File: config.mk
export PLATFORM = sky130hd
export DESIGN_NAME = wildcard_byte_pattern_matcher_flat
export DESIGN_NICKNAME = d
export VERILOG_FILES = /design/src/hdl/wbpm_pkg.sv /design/src/hdl/wbpm_if.sv /design/src/hdl/wbpm_cfg.sv /design/src/hdl/wbpm_cell.sv /design/src/hdl/wildcard_byte_pattern_matcher.sv /design/src/flat_wrapper.sv
export SDC_FILE = /design/constraint.sdc
export NUM_CORES = 1
export LEC_CHECK = 0
export ABC_AREA = 0
export ABC_CLOCK_PERIOD_IN_PS = 7600
export BUFFER_PORTS_ARGS = -buffer_cell sky130_fd_sc_hd__buf_2
export CAP_MARGIN = 20
export CORE_MARGIN = 3
export CORE_UTILIZATION = 33
export CTS_CLUSTER_SIZE = 12
export DETAILED_ROUTE_END_ITERATION = 10
export MAX_ROUTING_LAYER = met4
export PLACE_DENSITY = 0.55
export SLEW_MARGIN = 20
export SYNTH_ARGS = -nofsm -noshare
export SYNTH_HDL_FRONTEND = slang
export SYNTH_SLANG_ARGS = --single-unit
export TNS_END_PERCENT = 50
File: constraint.sdc
create_clock -name clk -period 7.6 [get_ports clk]
set_clock_uncertainty 0.1 [all_clocks]
set_input_delay 1.14 -clock clk [delete_from_list [all_inputs] [get_ports clk]]
set_output_delay 1.14 -clock clk [all_outputs]
set_load 0.01 [all_outputs]
File: src/hdl/wbpm_pkg.sv
// Shared constants, types and helper functions for the wildcard byte pattern matcher.
package wbpm_pkg;

    localparam int PATTERN_BYTES = 16;
    localparam int PAT_REG_BYTES = 16;
    localparam int LEN_W = $clog2(PATTERN_BYTES + 1);
    localparam int POS_W = 17;
    localparam logic [POS_W-1:0] POS_MAX = {POS_W{1'b1}};

    localparam int APB_ADDR_W = 6;
    localparam int APB_DATA_W = 64;

    // register indexes (paddr[5:3])
    localparam logic [2:0] REG_SEARCH_MODE = 3'd0;
    localparam logic [2:0] REG_PATTERN_LEN = 3'd1;
    localparam logic [2:0] REG_START_OFS = 3'd2;
    localparam logic [2:0] REG_PATTERN_LOW = 3'd3;
    localparam logic [2:0] REG_PATTERN_HIGH = 3'd4;
    localparam logic [2:0] REG_CARE_MASK = 3'd5;

    localparam logic [1:0] MODE_PREFIX = 2'd0;
    localparam logic [1:0] MODE_SUFFIX = 2'd1;
    localparam logic [1:0] MODE_OFFSET = 2'd2;
    localparam logic [1:0] MODE_CONTAINS = 2'd3;

    typedef struct packed {
        logic [1:0]  search_mode;
        logic [4:0]  pattern_length;
        logic [15:0] start_offset;
        logic [63:0] pattern_low;
        logic [63:0] pattern_high;
        logic [15:0] care_mask;
    } cfg_t;

    typedef struct packed {
        logic       care;
        logic [7:0] want;
    } cell_ref_t;

    // pattern_length with zero taken as one and clamped to the window depth
    function automatic logic [LEN_W-1:0] used_length(input logic [4:0] pl);
        logic [LEN_W-1:0] n;
        if (pl == 5'd0)
        begin
            n = LEN_W'(1);
        end
        else if (int'(pl) > PATTERN_BYTES)
        begin
            n = LEN_W'(PATTERN_BYTES);
        end
        else
        begin
            n = LEN_W'(pl);
        end
        return n;
    endfunction

    // window entry k is compared with pattern byte n-1-k
    function automatic cell_ref_t cell_ref(input cfg_t c, input logic [LEN_W-1:0] n,
                                           input int k);
        int                          j;
        logic [3:0]                  jsel;
        logic [8*PAT_REG_BYTES-1:0]  pat;
        cell_ref_t                   r;
        j = int'(n) - 1 - k;
        jsel = j[3:0];
        pat = {c.pattern_high, c.pattern_low};
        r.care = (j >= 0) && (j < PAT_REG_BYTES) && c.care_mask[jsel];
        r.want = pat[{jsel, 3'b000} +: 8];
        return r;
    endfunction

endpackage

File: src/hdl/wbpm_if.sv
// Valid/ready channel interfaces for the byte stream and the match result.
interface wbpm_byte_if;
    logic       valid;
    logic       ready;
    logic [7:0] data_byte;
    logic       last_byte;

    modport source (output valid, output data_byte, output last_byte, input ready);
    modport sink (input valid, input data_byte, input last_byte, output ready);
endinterface

interface wbpm_result_if;
    logic valid;
    logic ready;
    logic matched;

    modport source (output valid, output matched, input ready);
    modport sink (input valid, input matched, output ready);
endinterface

File: src/hdl/wbpm_cfg.sv
// APB configuration register block.
module wbpm_cfg (
    input  logic                              clk,
    input  logic                              rst_n,
    input  logic                              psel,
    input  logic                              penable,
    input  logic                              pwrite,
    input  logic [wbpm_pkg::APB_ADDR_W-1:0]   paddr,
    input  logic [wbpm_pkg::APB_DATA_W-1:0]   pwdata,
    output logic [wbpm_pkg::APB_DATA_W-1:0]   prdata,
    output logic                              pready,
    output wbpm_pkg::cfg_t                    cfg
);

    logic [1:0]  search_mode_reg;
    logic [4:0]  pattern_length_reg;
    logic [15:0] start_offset_reg;
    logic [63:0] pattern_low_reg;
    logic [63:0] pattern_high_reg;
    logic [15:0] care_mask_reg;
    logic [2:0]  reg_idx;
    logic        wr_en;

    assign reg_idx = paddr[5:3];
    assign wr_en = psel && penable && pwrite;
    assign pready = 1'b1;

    always_ff @(posedge clk or negedge rst_n)
    begin
        if (!rst_n)
        begin
            search_mode_reg <= wbpm_pkg::MODE_PREFIX;
            pattern_length_reg <= 5'd1;
            start_offset_reg <= '0;
            pattern_low_reg <= '0;
            pattern_high_reg <= '0;
            care_mask_reg <= 16'hFFFF;
        end
        else if (wr_en)
        begin
            case (reg_idx)
                wbpm_pkg::REG_SEARCH_MODE:  search_mode_reg <= pwdata[1:0];
                wbpm_pkg::REG_PATTERN_LEN:  pattern_length_reg <= pwdata[4:0];
                wbpm_pkg::REG_START_OFS:    start_offset_reg <= pwdata[15:0];
                wbpm_pkg::REG_PATTERN_LOW:  pattern_low_reg <= pwdata;
                wbpm_pkg::REG_PATTERN_HIGH: pattern_high_reg <= pwdata;
                wbpm_pkg::REG_CARE_MASK:    care_mask_reg <= pwdata[15:0];
                default: ;
            endcase
        end
    end

    always_comb
    begin
        case (reg_idx)
            wbpm_pkg::REG_SEARCH_MODE:  prdata = 64'(search_mode_reg);
            wbpm_pkg::REG_PATTERN_LEN:  prdata = 64'(pattern_length_reg);
            wbpm_pkg::REG_START_OFS:    prdata = 64'(start_offset_reg);
            wbpm_pkg::REG_PATTERN_LOW:  prdata = pattern_low_reg;
            wbpm_pkg::REG_PATTERN_HIGH: prdata = pattern_high_reg;
            wbpm_pkg::REG_CARE_MASK:    prdata = 64'(care_mask_reg);
            default:                    prdata = '0;
        endcase
    end

    assign cfg.search_mode = search_mode_reg;
    assign cfg.pattern_length = pattern_length_reg;
    assign cfg.start_offset = start_offset_reg;
    assign cfg.pattern_low = pattern_low_reg;
    assign cfg.pattern_high = pattern_high_reg;
    assign cfg.care_mask = care_mask_reg;

endmodule

File: src/hdl/wbpm_cell.sv
// One window cell: holds a byte, passes it on, and compares the byte it receives.
module wbpm_cell (
    input  logic                 clk,
    input  logic                 rst_n,
    input  logic                 shift_en,
    input  logic                 clear,
    input  logic [7:0]           in_byte,
    input  wbpm_pkg::cell_ref_t  ref_byte,
    output logic [7:0]           out_byte,
    output logic                 match
);

    logic [7:0] byte_reg;

    always_ff @(posedge clk or negedge rst_n)
    begin
        if (!rst_n)
        begin
            byte_reg <= '0;
        end
        else if (shift_en)
        begin
            byte_reg <= clear ? 8'd0 : in_byte;
        end
    end

    assign out_byte = byte_reg;
    // compare against the byte entering this cell, i.e. the post-shift window
    assign match = !ref_byte.care || (in_byte == ref_byte.want);

endmodule

File: src/hdl/wildcard_byte_pattern_matcher.sv
// Top level: byte window chain, position tracking and match result register.
//
//  channel      dir  handshake        payload
//  byte_stream  in   valid/ready      data_byte[7:0], last_byte
//  result       out  valid/ready      matched
//  apb          cfg  psel/penable     paddr[5:0], pwdata/prdata[63:0], pready
//
// One byte per cycle while ready is high; the window cells shift and compare in the transfer cycle.
// The result is registered at the last byte's transfer and is valid from the next cycle.
// The input stalls only on a last byte while an earlier result is still held and not taken.
// Reset clears the window, position, match flag and result valid.
module wildcard_byte_pattern_matcher (
    input  logic                              clk,
    input  logic                              rst_n,
    wbpm_byte_if.sink                         byte_stream,
    wbpm_result_if.source                     result,
    input  logic                              psel,
    input  logic                              penable,
    input  logic                              pwrite,
    input  logic [wbpm_pkg::APB_ADDR_W-1:0]   paddr,
    input  logic [wbpm_pkg::APB_DATA_W-1:0]   pwdata,
    output logic [wbpm_pkg::APB_DATA_W-1:0]   prdata,
    output logic                              pready
);

    localparam int NB = wbpm_pkg::PATTERN_BYTES;
    localparam int PW = wbpm_pkg::POS_W;

    wbpm_pkg::cfg_t              cfg;
    logic [wbpm_pkg::LEN_W-1:0]  used_len;
    logic [7:0]                  chain_byte [NB+1];
    logic [NB-1:0]               cell_match;
    logic                        in_xfer;
    logic                        clear_win;

    logic [PW-1:0]               pos_reg;
    logic [PW-1:0]               pos_next;
    logic                        found_reg;
    logic                        found_next;
    logic                        found_set;
    logic                        hit;
    logic                        match_now;
    logic                        out_valid_reg;
    logic                        matched_reg;

    wbpm_cfg u_cfg (
        .clk     (clk),
        .rst_n   (rst_n),
        .psel    (psel),
        .penable (penable),
        .pwrite  (pwrite),
        .paddr   (paddr),
        .pwdata  (pwdata),
        .prdata  (prdata),
        .pready  (pready),
        .cfg     (cfg)
    );

    assign used_len = wbpm_pkg::used_length(cfg.pattern_length);

    assign byte_stream.ready = !out_valid_reg || result.ready || !byte_stream.last_byte;
    assign in_xfer = byte_stream.valid && byte_stream.ready;
    assign clear_win = byte_stream.last_byte;

    assign chain_byte[0] = byte_stream.data_byte;

    for (genvar k = 0; k < NB; k++)
    begin : g_cell
        wbpm_cell u_cell (
            .clk      (clk),
            .rst_n    (rst_n),
            .shift_en (in_xfer),
            .clear    (clear_win),
            .in_byte  (chain_byte[k]),
            .ref_byte (wbpm_pkg::cell_ref(cfg, used_len, k)),
            .out_byte (chain_byte[k+1]),
            .match    (cell_match[k])
        );
    end

    assign pos_next = (pos_reg == wbpm_pkg::POS_MAX) ? pos_reg : pos_reg + PW'(1);
    assign hit = (pos_next >= PW'(used_len)) && (&cell_match);

    always_comb
    begin
        case (cfg.search_mode)
            wbpm_pkg::MODE_PREFIX:   found_set = hit && (pos_next == PW'(used_len));
            wbpm_pkg::MODE_SUFFIX:   found_set = 1'b0;
            wbpm_pkg::MODE_OFFSET:
                found_set = hit && (pos_next == PW'(cfg.start_offset) + PW'(used_len));
            wbpm_pkg::MODE_CONTAINS: found_set = hit;
            default:                 found_set = 1'b0;
        endcase
    end

    assign found_next = found_reg || found_set;
    // suffix looks only at the window ending on the last byte
    assign match_now = (cfg.search_mode == wbpm_pkg::MODE_SUFFIX) ? hit : found_next;

    always_ff @(posedge clk or negedge rst_n)
    begin
        if (!rst_n)
        begin
            pos_reg <= '0;
            found_reg <= 1'b0;
            out_valid_reg <= 1'b0;
        end
        else
        begin
            if (in_xfer && byte_stream.last_byte)
            begin
                pos_reg <= '0;
                found_reg <= 1'b0;
                out_valid_reg <= 1'b1;
            end
            else
            begin
                if (in_xfer)
                begin
                    pos_reg <= pos_next;
                    found_reg <= found_next;
                end
                if (result.ready)
                begin
                    out_valid_reg <= 1'b0;
                end
            end
        end
    end

    always_ff @(posedge clk)
    begin
        if (in_xfer && byte_stream.last_byte)
        begin
            matched_reg <= match_now;
        end
    end

    assign result.valid = out_valid_reg;
    assign result.matched = matched_reg;

endmodule

File: src/flat_wrapper.sv
// flat-port wrapper written by rule: the top's interface ports become plain ports
module wildcard_byte_pattern_matcher_flat 
  (clk, rst_n, psel, penable, pwrite, paddr, pwdata, prdata, pready, byte_stream_valid, byte_stream_data_byte, byte_stream_last_byte, byte_stream_ready, result_valid, result_matched, result_ready);
  wbpm_byte_if byte_stream_i ();
  wbpm_result_if result_i ();
  input  logic clk;
  input  logic rst_n;
  input  logic psel;
  input  logic penable;
  input  logic pwrite;
  input  logic [wbpm_pkg::APB_ADDR_W-1:0] paddr;
  input  logic [wbpm_pkg::APB_DATA_W-1:0] pwdata;
  output logic [wbpm_pkg::APB_DATA_W-1:0] prdata;
  output logic pready;
  input wire logic [$bits(byte_stream_i.valid)-1:0] byte_stream_valid;
  input wire logic [$bits(byte_stream_i.data_byte)-1:0] byte_stream_data_byte;
  input wire logic [$bits(byte_stream_i.last_byte)-1:0] byte_stream_last_byte;
  output wire logic [$bits(byte_stream_i.ready)-1:0] byte_stream_ready;
  output wire logic [$bits(result_i.valid)-1:0] result_valid;
  output wire logic [$bits(result_i.matched)-1:0] result_matched;
  input wire logic [$bits(result_i.ready)-1:0] result_ready;
  assign byte_stream_i.valid = byte_stream_valid;
  assign byte_stream_i.data_byte = byte_stream_data_byte;
  assign byte_stream_i.last_byte = byte_stream_last_byte;
  assign byte_stream_ready = byte_stream_i.ready;
  assign result_valid = result_i.valid;
  assign result_matched = result_i.matched;
  assign result_i.ready = result_ready;
  wildcard_byte_pattern_matcher u_core (.clk(clk), .rst_n(rst_n), .byte_stream(byte_stream_i), .result(result_i), .psel(psel), .penable(penable), .pwrite(pwrite), .paddr(paddr), .pwdata(pwdata), .prdata(prdata), .pready(pready));
endmodule
== Word level (Yosys, flattened, before mapping) ==
Index checks and enable logic that the tools add are counted.

* Shift operators: 16
* Order comparisons: 50
* Bitwise operators: 0
* $mul: 0
* Div/mod/pow operators: 0
* Multiplexer cells: 59
* $add $sub $neg: 18
* Reduce and logical (&&, ||, !) cells: 88
* Eq/ne operators: 27

{| class="wikitable"
|+ Operator list
! cell !! count
|-
| $shiftx A128 B8 Y8 || 16
|-
| $ge A32 B1 Y1 const B || 16
|-
| $lt A32 B6 Y1 const B || 16
|-
| $pmux W64 S6 || 1
|-
| $sub A32 B5 Y32 const B || 8
|-
| $eq A8 B8 Y1 || 16
|-
| $sub A32 B4 Y32 const B || 4
|-
| $mux W8 || 15
|-
| $lt A4 B5 Y1 const B || 16
|-
| $bmux W1 S4 || 16
|-
| $sub A32 B3 Y32 const B || 2
|-
| $mux W17 || 3
|-
| $logic_and A1 B1 Y1 || 39
|-
| $sub A32 B2 Y32 const B || 1
|-
| $mux W1 || 21
|-
| $logic_or A1 B1 Y1 || 19
|-
| $logic_not A1 Y1 || 18
|-
| $add A16 B5 Y17 || 1
|-
| $add A17 B1 Y17 const B || 1
|-
| $eq A17 B17 Y1 || 1
|-
| $eq A17 B17 Y1 const B || 1
|-
| $eq A17 B5 Y1 || 1
|-
| $ge A17 B5 Y1 || 1
|-
| $reduce_and A16 Y1 || 1
|-
| other kinds (14) || 24
|}

* Bits of input ports: 86
* Output and inout bits: 68
* Flip-flop bits (word level): 307
* Memories kept: 0
* Memory bits (read-only): 0
* RAM bits: 0
* Bits in latches: 0
* Word-level logic and storage cells: 283

== Longest topological paths before layout ==
* Word-level depth: 17
* Mapped depth: 28
* Mapped depth without buffers: 23

== Hierarchy ==
From an unflattened synthesis, not the netlist that was laid out.

* Cells, all modules: 2276
* Area total of the unflattened synthesis: 23867.9 µm²

{| class="wikitable"
|+ Modules (own cells, without submodules)
! module !! seq. area each (µm²) !! cells an instance !! instances !! area each (µm²)
|-
| wildcard_byte_pattern_matcher || 505.5 || 1082 || 1 || 9385.3
|-
| wbpm_cfg || 4200.3 || 490 || 1 || 7375.8
|-
| wbpm_cell || 200.2 || 44 || 16 || 444.2
|}

== Least setup slack after synthesis ==
OpenSTA, ideal clock, no wires.

* Path kind: reg-to-reg
* Start: register u_core.u_cfg.pattern_length_reg[3]
* End: register u_core.matched_reg, in the netlist u_core.result.matched, data pin
* Required time: 7.369 ns
* Path slack: 0.992 ns
* Period minus slack after synthesis: 6.608 ns
* Library setup time: 0.131 ns
* Arrival: 6.376 ns
* Path buffers: 7
* Cell stages (with the launch flop): 25
* Cell sequence: dfrtp_1 > buf_2 > or4_4 > nand2_4 > buf_4 > buf_2 > buf_2 > buf_2 > ha_1 > inv_2 > buf_1 > buf_1 > ha_1 > inv_1 > a31oi_2 > xnor2_1 > mux4_2 > xnor2_1 > nor3b_1 > nand4_1 > a311oi_1 > nand4_1 > or4_4 > a211oi_1 > o32a_1

* Longest elaborated chain between the ends: 16
* Elaborated cells on any way between the ends: 191
* Classes of those cells: 17 x add/sub; 34 x order compare; 18 x eq/ne; 16 x shift; 36 x mux; 70 x reduce/logical

{| class="wikitable"
|+ Ends and longest elaborated chain
! item !! RTL line !! RTL
|-
| start: declaration || wbpm_cfg.sv:16 || <nowiki>logic [4:0] pattern_length_reg;</nowiki>
|-
| start signal: assignment || wbpm_cfg.sv:43 || <nowiki>wbpm_pkg::REG_PATTERN_LEN: pattern_length_reg <= pwdata[4:0];</nowiki>
|-
| $gt A5 B5 Y1 || wbpm_pkg.sv:47 || <nowiki>else if (int'(pl) > PATTERN_BYTES)</nowiki>
|-
| $mux W5 || wbpm_pkg.sv:47 ||
|-
| $mux W5 * || wbpm_pkg.sv:43 || <nowiki>if (pl == 5'd0)</nowiki>
|-
| $sub A5 B1 Y6 || wbpm_pkg.sv:65 || <nowiki>j = int'(n) - 1 - k;</nowiki>
|-
| $sub A32 B5 Y32 (tied with other cells) || wbpm_pkg.sv:65 ||
|-
| $ge A32 B1 Y1 (tied with other cells) || wbpm_pkg.sv:68 || <nowiki>r.care = (j >= 0) && (j < PAT_REG_BYTES) && c.care_mask[jsel];</nowiki>
|-
| $logic_and A1 B1 Y1 or $mux W1 (tied branches) || wbpm_pkg.sv:68 ||
|-
| $logic_and A1 B1 Y1 || wbpm_pkg.sv:68 ||
|-
| $logic_not A1 Y1 || wbpm_cell.sv:29 || <nowiki>assign match = !ref_byte.care || (in_byte == ref_byte.want);</nowiki>
|-
| $logic_or A1 B1 Y1 || wbpm_cell.sv:29 ||
|-
| $reduce_and A16 Y1 || wildcard_byte_pattern_matcher.sv:82 || <nowiki>assign hit = (pos_next >= PW'(used_len)) && (&cell_match);</nowiki>
|-
| $logic_and A1 B1 Y1 || wildcard_byte_pattern_matcher.sv:82 ||
|-
| $logic_and A1 B1 Y1, on equally long branches || wildcard_byte_pattern_matcher.sv:90, wildcard_byte_pattern_matcher.sv:87 ||
|-
| $pmux W1 S4 || wildcard_byte_pattern_matcher.sv:86 || <nowiki>case (cfg.search_mode)</nowiki>
|-
| $logic_or A1 B1 Y1 || wildcard_byte_pattern_matcher.sv:96 || <nowiki>assign found_next = found_reg || found_set;</nowiki>
|-
| $mux W1 * || wildcard_byte_pattern_matcher.sv:98 || <nowiki>assign match_now = (cfg.search_mode == wbpm_pkg::MODE_SUFFIX) ? hit : found_next;</nowiki>
|-
| named net u_core.match_now || wildcard_byte_pattern_matcher.sv:42 || <nowiki>logic match_now;</nowiki>
|-
| end signal: assignment || wildcard_byte_pattern_matcher.sv:135 || <nowiki>matched_reg <= match_now;</nowiki>
|-
| end: declaration || wildcard_byte_pattern_matcher.sv:44 || <nowiki>logic matched_reg;</nowiki>
|}

Mark *: on every way through the listed nets, which the timed path passes. The rest lies on a longest branch. The select of a mux whose other input is x is not followed.
A chain may end at the register's enable or synchronous reset.

== Final worst setup path ==
* Start: register u_core.u_cfg.pattern_length_reg[4]
* End: register u_core.matched_reg, in the netlist u_core.result.matched, data pin

The elaborated chain is that of the path after synthesis.

==> out/metrics.cfg <==
[final_layout]
largest_register_ffs=120
drive_gt1_frac=0.2356
nets=2778
layout_commonest_cell=dfrtp_1
fin_area_um2=28510
layout_common_cells=dfrtp_1 (288), mux2i_1 (195), nand2_1 (180)
syn_to_final_growth_pct=13.10

[detailed_routing]
wl_per_cell_um=27.56
drt_iter0_markers=2380
drcViolationCount=0
drt_pre_antenna_iters=5
vias=21885
antenna_left=0
routed_wl_um=98100
viasPerCell=6.147

[setup_path]
regToRegSetupSlack_ps=740
endpoint_kind=flip-flop
endpoint=u_core.result.matched$_DFFE_PP_
crit_path_max_fanout=18
reg2reg_from=u_core.u_cfg.pattern_length_reg[4]$_DFFE_PN0P_
worstPathRequired_ps=7920
cp-startpoint=u_core.u_cfg.pattern_length_reg[4]$_DFFE_PN0P_
r2r_end=u_core.result.matched$_DFFE_PP_
criticalPathCategory=flip-flop to flip-flop
worstPathArrival_ps=7180
r2r_cells=20
start_kind=flip-flop

[clock_tree]
htreeDepth=2
clockRootBuffer=clkbuf_16
clkTransAtPathRegs_ps=70
cts_tree=yes
cts_buffer_depth=3
clock_latency_ps=580
cts_buffers=37
hold_buffers=0
post_cts_resized=0
postCtsSetupBuffers=0
cts_sinks=307

[placed_design]
pre_cts_slack_ps=832.7
numPortBuffers=149
gp_congestion=1.023
dpl-instance-area_um2=27320
dp_hpwl_um=75240

[timing]
finalSetupTns_ps=0
worst_slack_ps=744.8
worstMarginPinSlew_ps=1125
setup_violations=0
hold_viol=0
fin_crit_ps=6855
drv_slew=0
fmax_mhz=145.9
slew_headroom=0.2501
post-route-period-util=0.9020
rsz0062_at_grt=no
fin_hold_ws_ps=400.3

[hold_path]
holdPathStages=2
hp-class=flip-flop to flip-flop

[status]
status=finished, final reports clean

[synthesis]
synth_area_per_cell_um2=10.47
synthAdderAreaFrac=0.06482
synth-compound-area-share=0.1812
ys_top_cells_by_area=dfrtp_1 (29%), mux4_2 (9.3%), mux2i_1 (7.7%)
ys_async_sr_fraction=0.9967
synth_xor_area_frac=0.06343
synth_top_area_share=0.2869
syn_inst=2407
yosys.area_share.simple=0.1010
synth_edf_count=1
yosysUniqueCellTypes=80
syn-cell-area_um2=25210
synth.mux.area_fraction=0.2472
yosys.area.top_type=dfrtp_1
yosysWarnings=0
synth_seq_cells=307
synth_top_family_by_area=multiplexers
ys_seq_area_frac=0.3058
ys.flop_type=dfrtp_1

[power]
peakVddDrop_uv=198.9
switching_share=0.4929
power_mw=10.96
p_int_mw=5.559
p_comb_frac=0.631
seq_power_share=0.207
p_per_area_nw_per_um2=384.5
leakage_nw=12.38
pwr-share-clk=0.162
p_sw_mw=5.404

[die]
start_util=0.3358
row_count=100
core-area_um2=75070
die_area_um2=79740
die_w_um=282.4
die_h_um=282.4
ioPinCount=154

[global_routing]
antenna_found_initial=1
track_usage=0.2490
grt_max_degree=148
grt_pass1_wl_um=144100
gr-total-overflow=0
grt_pass1_vias=20913

[flow_run]
maxCapViolCount=0

## cell type report
class	count	area, um2
timing repair buffer	198	1136
sequential	307	7712
clock inverter	12	137.6
tap	969	1212
multi-input combinational	1982	17120
fill	7415	46560
inverter	36	137.6
clock buffer	54	1050
antenna	2	5.005
## power by group through the flow
stage / Clock, mW / Sequential (mW) / Combinational (mW)
finish: 1.77 / 2.27 / 6.92
floorplan: 0 / 2.07 / 4.65
detailed placement: 0 / 2.28 / 6.80
global route: 1.87 / 2.29 / 7.32
CTS: 1.81 / 2.25 / 6.82
global placement: 0 / 2.26 / 6.67
## routing by layer
metal | vias to the layer above | GRT usage | wire length [um]
met5 | - | - | 0
met4 | 0 | 0.08034 | 3635
met3 | 116 | 0.02121 | 5653
met2 | 852 | 0.3897 | 45660
met1 | 11327 | 0.3422 | 43160
li1 | 9590 | - | -
## cell usage after synthesis (11+ instances only)
master     count
buf_2         25
o211ai_1      13
mux2i_1      195
inv_1         32
nor3_1        24
a22oi_1       85
clkbuf_1     137
ha_1         129
o221ai_1      41
a22o_1       172
mux2_2       171
nand2b_1      11
or2_2         26
o22ai_1       23
dfstp_2       17
xor2_1        59
dfrtp_1      289
nand3_1       47
nor2b_1       11
a21oi_1       30
o21ai_0      131
xnor2_1      103
nor4b_1       15
mux4_2       104
nor4_1        20
a211oi_1      12
nand2_1      181
o2111ai_1     35
buf_1         25
and3_1        16
o31ai_1       12
nand4_1       37
nor2_1        47
## kinds of logic (layout without fill, tap and decap cells)
group / Yosys count / count (layout)
adder cells (fa/ha/maj): 130 / 130
AO/OA/AOI/OAI: 614 / 614
XOR/XNOR: 170 / 170
other: 1 / 113
flip-flops: 307 / 307
AND/OR/NAND/NOR: 486 / 486
buffers and inverters: 228 / 300
multiplexers: 471 / 471
## critical path: stages (launching register included)
cell and delay [ps]:
dfrtp_1 720, or4_4 620, nand2_4 110, inv_4 80, ha_1 180, buf_4 180
xnor2_1 210, buf_4 290, ha_1 630, a31oi_1 310, xnor2_2 920, buf_4 390
mux2i_1 240, xor2_1 100, nor3_1 170, a31oi_1 70, o31ai_1 260, nand4_1 180
or4_4 550, a211oi_1 190, o32a_1 180
## worst min path at each step
| stage | from | end | slack [ps] |
|---|---|---|---|
| CTS | u_core.found_reg$_DFFE_PN0P_ | u_core.found_reg$_DFFE_PN0P_ | 400 |
| global route | u_core.found_reg$_DFFE_PN0P_ | u_core.found_reg$_DFFE_PN0P_ | 420 |
| global placement | u_core.found_reg$_DFFE_PN0P_ | u_core.found_reg$_DFFE_PN0P_ | 370 |
| finish | u_core.found_reg$_DFFE_PN0P_ | u_core.found_reg$_DFFE_PN0P_ | 400 |
| floorplan | u_core.found_reg$_DFFE_PN0P_ | u_core.found_reg$_DFFE_PN0P_ | 350 |
| detailed placement | u_core.found_reg$_DFFE_PN0P_ | u_core.found_reg$_DFFE_PN0P_ | 380 |
## per-stage QoR
step                std cells  utilization
finish                   3560       0.3798
global placement         3492       0.3639
floorplan                2517            -
CTS                      3558       0.3797
global route             3559       0.3798
detailed placement       3492       0.3639
Power figures use the tool's default switching activity.
